## src/design/lerect_pkg.sv

```systemverilog
package lerect_pkg;

  // Register indexes of the configuration port.
  typedef enum logic [1:0] {
    REG_LEFT   = 2'd0,
    REG_BOTTOM = 2'd1,
    REG_RIGHT  = 2'd2,
    REG_TOP    = 2'd3
  } reg_idx_t;

  // Reset value of the right and top edges: 1.0 in Q16.16.
  localparam int unsigned RECT_ONE = 65536;

  // The multiplier operand is cut into this many partial products.
  localparam int unsigned MUL_PARTS = 2;

  // Kind of line, decided from the two input points.
  typedef struct packed {
    logic vert;
    logic horz;
  } line_kind_t;

endpackage

```

## src/design/lerect_regs.sv

```systemverilog
module lerect_regs import lerect_pkg::*; #(
  parameter int W  = 32,
  parameter int DW = 32,
  parameter int AW = 4
) (
  input  logic          clk,
  input  logic          rst_n,
  input  logic          psel,
  input  logic          penable,
  input  logic          pwrite,
  input  logic [AW-1:0] paddr,
  input  logic [DW-1:0] pwdata,
  output logic [DW-1:0] prdata,
  output logic          pready,
  output logic [W-1:0]  left,
  output logic [W-1:0]  bottom,
  output logic [W-1:0]  right,
  output logic [W-1:0]  top
);

  logic [W-1:0] left_r, bottom_r, right_r, top_r;
  logic [W-1:0] rd_val;
  reg_idx_t     idx;
  logic         wr;

  assign idx    = reg_idx_t'(paddr[AW-1:AW-2]);
  assign pready = 1'b1;
  assign wr     = psel & penable & pwrite & pready;

  always_ff @(posedge clk) begin
    if (!rst_n) begin
      left_r   <= '0;
      bottom_r <= '0;
      right_r  <= W'(RECT_ONE);
      top_r    <= W'(RECT_ONE);
    end else if (wr) begin
      case (idx)
        REG_LEFT:   left_r   <= pwdata[W-1:0];
        REG_BOTTOM: bottom_r <= pwdata[W-1:0];
        REG_RIGHT:  right_r  <= pwdata[W-1:0];
        REG_TOP:    top_r    <= pwdata[W-1:0];
        default:    ;
      endcase
    end
  end

  always_comb begin
    case (idx)
      REG_LEFT:   rd_val = left_r;
      REG_BOTTOM: rd_val = bottom_r;
      REG_RIGHT:  rd_val = right_r;
      REG_TOP:    rd_val = top_r;
      default:    rd_val = '0;
    endcase
  end

  assign prdata = DW'($signed(rd_val));
  assign left   = left_r;
  assign bottom = bottom_r;
  assign right  = right_r;
  assign top    = top_r;

endmodule

```

## config.mk

```make
export PLATFORM = sky130hd
export DESIGN_NAME = lerect_regs
export DESIGN_NICKNAME = d
export VERILOG_FILES = /design/src/design/lerect_pkg.sv /design/src/design/lerect_regs.sv
export SDC_FILE = /design/constraint.sdc
export NUM_CORES = 1
export LEC_CHECK = 0
export BUFFER_PORTS_ARGS = -buffer_cell sky130_fd_sc_hd__buf_2
export CAP_MARGIN = 20
export CORE_ASPECT_RATIO = 1.2
export CORE_MARGIN = 4
export CORE_UTILIZATION = 45
export DETAILED_ROUTE_END_ITERATION = 10
export PLACE_DENSITY_LB_ADDON = 0.08
export SYNTH_ARGS = -nofsm -noshare
export SYNTH_HDL_FRONTEND = slang
export SYNTH_SLANG_ARGS = --single-unit
```

## constraint.sdc

```tcl
create_clock -name clk -period 1.05 [get_ports clk]
set_input_delay 0.0525 -clock clk [delete_from_list [all_inputs] [get_ports clk]]
set_output_delay 0.0525 -clock clk [all_outputs]
set_load 0.01 [all_outputs]
```

==> metrics.log, run 1 <==
INFO  metric post_synth_instance_area = 5480 µm²
INFO  metric proportion_of_layout_cells_with_a_drive_suffix_above_1 = about three fifths
INFO  metric min_path_type = in2reg
INFO  metric outcome = finished, violations left
INFO  metric fin_setup_tns = -11.36 ns
INFO  metric criticalPathCategory = reg2out
INFO  metric clkTransAtPathRegs = 0.06 ns
INFO  metric hpwl = 11200 µm
INFO  metric core_region_area = around 12000 µm²
INFO  metric globalRouteOverflowTotal = 0
INFO  metric antenna_left = 0
INFO  metric regToRegSetupSlack = around 0.26 ns
INFO  metric hold_violations = 0
INFO  metric cts.sink_count = 128
INFO  metric place.port_buffers = 198
INFO  metric timing.final.crit_share = 137%
INFO  metric drtIter0Drc = between 150 and 200
INFO  metric ctsHtreeMaxLevel = 4
INFO  metric yosys_warnings = 0
INFO  metric synth.area.top_cells = dfxtp_1, mux2i_1, mux4_2, nand2_1, buf_6
INFO  metric worstPathMaxFanout = 2
INFO  metric static-leakage-power = 4.48 nW
INFO  metric drc_violations_left = 0
INFO  metric vias_per_cell = roughly 5
INFO  metric grt_pass1_wl = ~27000 µm
INFO  metric min_period = 1.44 ns
INFO  metric area_delta_synth_final = 71.9%
INFO  metric power.ir.vdd_worst = just under 0.9 mV
INFO  metric floorplan.initialDensity = between 40% and 50%
INFO  metric setup_slack = -0.391 ns
INFO  metric boundaryPins = between 200 and 250
INFO  metric ys_seq_elements = roughly 130
INFO  metric post-route-util = around 80%
INFO  metric async_flop_share = 0%
INFO  metric antenna_found_initial = 0
INFO  metric dieHeight = ~130 µm
INFO  metric grt_max_degree = 64
INFO  metric synth_fp_nets = between 500 and 600
INFO  metric antenna_cells_inserted = 0
INFO  metric yosysSeqAreaShare = approximately 47%
INFO  metric maxSlewViolCount = 0
INFO  metric global_route.usage.total = between 20% and 30%
INFO  metric post_synth_edffs = 0
INFO  metric post-layout-total-power = roughly 12 mW
INFO  metric layout_common_cells = buf_6, nand2_1, mux2i_1
INFO  metric synthDominantCellAreaShare = a little under half
INFO  metric cp.required = 1.00 ns
INFO  metric floorplan_die_width = 109 µm
INFO  metric drt_pre_antenna_iters = 4
INFO  metric max_cap_viols = 0
INFO  metric fin_worst_hold_slack = about 0.0077 ns
INFO  metric worst_ep_arrival_time = approximately 1.4 ns
INFO  metric syn_area_cell = 11.0 µm²
INFO  metric cts.path.max_buffers = 2
INFO  metric number_of_global_route_vias_before_repair = 5247
INFO  metric critical_path.startpoint_type = flop
INFO  metric rsz0062_at_grt = yes
INFO  metric insertion_delay = approximately 0.4 ns
INFO  metric post_drt_wl_per_cell = ~18 µm
INFO  metric final.setup_skew = 0 ns
INFO  metric postRouteWirelength = 18200 µm
INFO  metric setup_viol_count_final = 33
INFO  metric gp_congestion = 0.773
INFO  metric numnets_final = about 860
INFO  metric die-area = roughly 14000 µm²
INFO  metric worstSetupEndpointType = output pin
INFO  metric tritoncts = yes
INFO  metric violations = setup timing
INFO  metric ys_types = 17
INFO  metric cts-buffers-inserted = 17
INFO  metric most_common_library_cell_in_the_layout_ignoring_fill_and_taps = buf_6
INFO  metric cts_root_buf = clkbuf_16
INFO  metric via_count = a little over 5000
INFO  metric synthesis.instances = 498
INFO  metric synth_top_cell_by_area = dfxtp_1
INFO  metric dominantRegCellSynth = dfxtp_1
INFO  metric cell_rows = 43
INFO  metric max_frequency = approximately 700 MHz
INFO  metric pwr_density_cell = roughly 1300 nW/µm²
## synth_stat cells, types with 3 or more instances
| master | n |
|---|---|
| buf_2 | 12 |
| buf_4 | 8 |
| buf_6 | 8 |
| clkbuf_1 | 13 |
| dfxtp_1 | 128 |
| mux2i_1 | 128 |
| mux4_2 | 32 |
| nand2_1 | 158 |
| nor2b_1 | 3 |
## path summary, 6_finish.rpt
check / from / end / cells past startpoint
setup reg to reg: top[11]$_SDFFE_PN0P_ / top[11]$_SDFFE_PN0P_ / 4
hold / removal: pwdata[0] / bottom[0]$_SDFFE_PN0P_ / 3
setup / recovery: top[10]$_SDFFE_PN0P_ / prdata[10] / 2
hold reg to reg: right[5]$_SDFFE_PN0P_ / right[5]$_SDFFE_PN0P_ / 2
## registers in the layout (all words and copies together), names as in the netlist
name,flops
right,32
bottom,32
top,32
left,32
## per-stage QoR
stage               cell area (µm²)  setup WS (ns)  std cells
floorplan                      5510       -0.00971        498
global placement               7060         -0.194        880
detailed placement             7060         -0.232        880
CTS                            8920         -0.387        989
global route                   9430         -0.414        991
finish                         9430         -0.391        991
## critical path, stage by stage, from the launching register on
cell and delay [ns]:
dfxtp_2 0.32, mux4_2 0.51, buf_6 0.15
## kinds of logic after synthesis
| family | synth area share (%) |
|---|---|
| other | 0.0684 |
| buffers and inverters | 4.79 |
| multiplexers | 36.5 |
| flip-flops | 46.7 |
| AND/OR/NAND/NOR | 11.9 |
## layout make-up
class / instances / area [µm²]
Timing Repair Buffer: 346 / 3250
Tap cell: 157 / 196
Inverter: 1 / 3.75
Fill cell: 718 / 2300
Clock inverter: 11 / 165
Clock buffer: 20 / 437
Multi-Input combinational cell: 328 / 2670
Sequential cell: 128 / 2700
## per-layer routing
layer / part of all wire, % / GRT usage, % / vias to the layer above
met1: 38 / 27.9 / 2465
met2: 54 / 45.4 / 172
met4: 2.2 / 7.43 / 0
li1: - / - / 2363
met3: 5.3 / 6.82 / 34
met5: 0 / 0 / -
## power breakdown
group          leakage (nW)  internal, mW  switching, mW
registers              1.09          4.93         0.0425
clock network         0.294          3.95           2.13
logic                  3.09         0.546          0.509
## timing repair
| action | in CTS | in global routing |
|---|---|---|
| gates resized for setup | 162 | 127 |
| hold buffers | 32 | 0 |
| setup buffers | 46 | 4 |
| endpoints found under the setup margin | 58 | 111 |
| endpoints found under the hold margin | 120 | 0 |
Power figures use the tool's default switching activity.
==> inputs of run 2 (changes only) <==
--- a/constraint.sdc
+++ b/constraint.sdc
@@ -3,2 +3,2 @@
 set_output_delay 0.0525 -clock clk [all_outputs]
-set_load 0.01 [all_outputs]
+set_load 0.02 [all_outputs]
==> run 2 against run 1 <==
Against the previous run: the flow still finishes with violations (setup timing); die area stayed put; critical path depth did not move; count of clock-buffer cells in the layout increased by 2; utilization grew 4.6 points; non-clock buffer count grew 20; final area is 5.7% higher; sequential power about the same; flip-flop and latch count did not move; first-iteration DRC count is 61% higher; total power rose by 0.55%; setup slack better by 0.0011 ns; critical path type unchanged; highest routed layer unchanged.
==> metrics.log, run 2 (synthesized netlist as in run 1, its figures left out) <==
INFO  metric hold_crit_endpoint = top[22]$_SDFFE_PN0P_
INFO  metric share_comb_of_total_power = 10.5%
INFO  metric place.port_buffers = around 200
INFO  metric static-leakage-power = about 4.7 nW
INFO  metric cts_root_buf = clkbuf_16
INFO  metric rsz0062_at_grt = yes
INFO  metric dpl_cell_area = approximately 7000 µm²
INFO  metric die-area = about 14000 µm²
INFO  metric max_cap_viols = 0
INFO  metric maxSlewViolCount = 0
INFO  metric internal_power = 9.37 mW
INFO  metric hold_violations = 0
INFO  metric power.sequential.fraction = 40.9%
INFO  metric power.ir.vdd_worst = 0.910 mV
INFO  metric clkTransAtPathRegs = 0.06 ns
INFO  metric min_period = roughly 1.4 ns
INFO  metric setup_slack = -0.389 ns
INFO  metric boundaryPins = between 200 and 250
INFO  metric cts.path.max_buffers = 2
INFO  metric cell_rows = 43
INFO  metric antenna_left = 0
INFO  metric tritoncts = yes
INFO  metric final-instance-count-excl-fill = 1012
INFO  metric r2r_path_end = right[19]$_SDFFE_PN0P_
INFO  metric crit_chain = mux4_2 > buf_6
INFO  metric global_route.usage.total = 26.9%
INFO  metric timing.final.crit_share = 137%
INFO  metric max_frequency = approximately 690 MHz
INFO  metric min-delay-start = pwdata[22]
INFO  metric fin_setup_tns = -11.65 ns
INFO  metric regToRegSetupSlack = between 0.2 and 0.25 ns
INFO  metric most_common_library_cell_in_the_layout_ignoring_fill_and_taps = buf_6
INFO  metric critical_path.startpoint_type = flop
INFO  metric area_delta_synth_final = 81.7%
INFO  metric hpwl = 10900 µm
INFO  metric number_of_global_route_vias_before_repair = ~5600
INFO  metric drt_pre_antenna_iters = 4
INFO  metric setup_viol_count_final = 32
INFO  metric floorplan_die_width = roughly 110 µm
INFO  metric cts-buffers-inserted = 17
INFO  metric worst_ep_arrival_time = around 1.4 ns
INFO  metric violations = setup timing
INFO  metric numnets_final = 883
INFO  metric layout_common_cells = buf_6, nand2_1, mux2i_1
INFO  metric cp.required = 1.00 ns
INFO  metric globalRouteOverflowTotal = 0
INFO  metric worstHoldPathCells = 3
INFO  metric crit-reg2reg-launch = right[19]$_SDFFE_PN0P_
INFO  metric vias_per_cell = 5.19
INFO  metric grt_max_degree = 37
INFO  metric placedCellCount = 893
INFO  metric antenna_found_initial = 0
INFO  metric worstRegToRegCells = 4
INFO  metric insertion_delay = approximately 0.4 ns
INFO  metric postRouteWirelength = about 20000 µm
INFO  metric pwr_density_cell = 1220 nW/µm²
INFO  metric ctsHtreeMaxLevel = 4
INFO  metric power.share.clock = 48.6%
INFO  metric dieHeight = 129 µm
INFO  metric critical-path-max-stage-delay = 0.50 ns
INFO  metric post-route-cell-area = around 10000 µm²
INFO  metric cts.sink_count = 128
INFO  metric proportion_of_layout_cells_with_a_drive_suffix_above_1 = 60.5%
INFO  metric grt_pass1_wl = ~29000 µm
INFO  metric worstPathMaxFanout = 2
INFO  metric criticalPathCategory = reg2out
INFO  metric drc_violations_left = 0
INFO  metric timing.critical_path.slowest_stage_cell = mux4_2
INFO  metric drtIter0Drc = about 270
INFO  metric via_count = approximately 5300
INFO  metric min_path_type = in2reg
INFO  metric floorplan.initialDensity = a little under half
INFO  metric power.switching_fraction = ~23%
INFO  metric outcome = finished, violations left
INFO  metric final.setup_skew = 0 ns
INFO  metric core_region_area = 11700 µm²
INFO  metric post_drt_wl_per_cell = 19.7 µm
INFO  metric fillCellCount = 629
INFO  metric antenna_cells_inserted = 0
INFO  metric power_dissipated_by_switching_net_loads = approximately 2.8 mW
INFO  metric post-route-util = a little over four fifths
INFO  metric gp_congestion = slightly below 0.8
INFO  metric worstSetupEndpointType = output pin
run 2: cell types whose count changed in the layout (fill, tap and decap cells not counted), sizes merged:
cell,delta
buf,+16
bufinv,-1
clkbuf,+6
clkinv,-2
clkinvlp,+2
dlygate4sd3,-1
dlymetal6s4s,+1
run 2: final cells by class:
class / count / area [µm²] / share of cell area [%]
timing repair buffer: 366 / 3780 / 38.0
sequential: 128 / 2710 / 27.2
multi-input combinational: 328 / 2680 / 26.9
clock buffer: 22 / 454 / 4.56
tap: 157 / 196 / 1.97
clock inverter: 10 / 136 / 1.37
inverter: 1 / 3.75 / 0.0377
run 2: worst max path at each step:
stage               cells after the start             startpoint  slack [ns]                      end
finish                                  2  right[3]$_SDFFE_PN0P_       -0.39                prdata[3]
global route                            2    top[3]$_SDFFE_PN0P_       -0.42                prdata[3]
CTS                                     2    top[8]$_SDFFE_PN0P_       -0.39                prdata[8]
detailed placement                      5                 pwrite       -0.21  bottom[20]$_SDFFE_PN0P_
global placement                        5                 pwrite       -0.21  bottom[12]$_SDFFE_PN0P_
floorplan                               6               paddr[2]       -0.01  bottom[11]$_SDFFE_PN0P_
run 2: worst max-delay path: cells and delay by family (launching register included):
family                 cells  cell delay (ns)
buffers and inverters      1             0.16
DFF                        1             0.32
muxes                      1             0.50
run 2: power groups by stage:
stage / clock, mW / combinational (mW) / sequential (mW)
6_report: 5.92 / 1.28 / 4.98
5_1_grt: 6.18 / 1.35 / 4.98
4_1_cts: 5.94 / 1.13 / 4.96
3_5_place_dp: 0 / 0.896 / 5.07
3_3_place_gp: 0 / 0.889 / 5.06
2_1_floorplan: 0 / 0.456 / 5.14
run 2: routing by layer:
layer | up-vias | GRT usage, % | share of wire, %
li1 | 2412 | - | -
met1 | 2609 | 29.6 | 38
met2 | 191 | 49.5 | 55
met3 | 45 | 6.87 | 4.9
met4 | 0 | 9.29 | 2.3
met5 | - | 0 | 0
run 2: repair_timing:
action / in CTS / in global routing
hold buffers: 32 / 0
setup endpoints to repair: 86 / 219
gates resized for setup: 358 / 127
gates cloned: 0 / 4
pin swaps: 0 / 0
buffers inserted: 47 / 20
endpoints found under the hold margin: 120 / 0
run 2: stage by stage:
step,setup slack (ns),hold slack [ns],power (mW)
global route,-0.422,0.0559,12.5
CTS,-0.392,0.0143,12.0
finish,-0.389,0.0265,12.2
floorplan,-0.00971,0.214,5.60
detailed placement,-0.212,0.359,5.96
global placement,-0.207,0.345,5.95
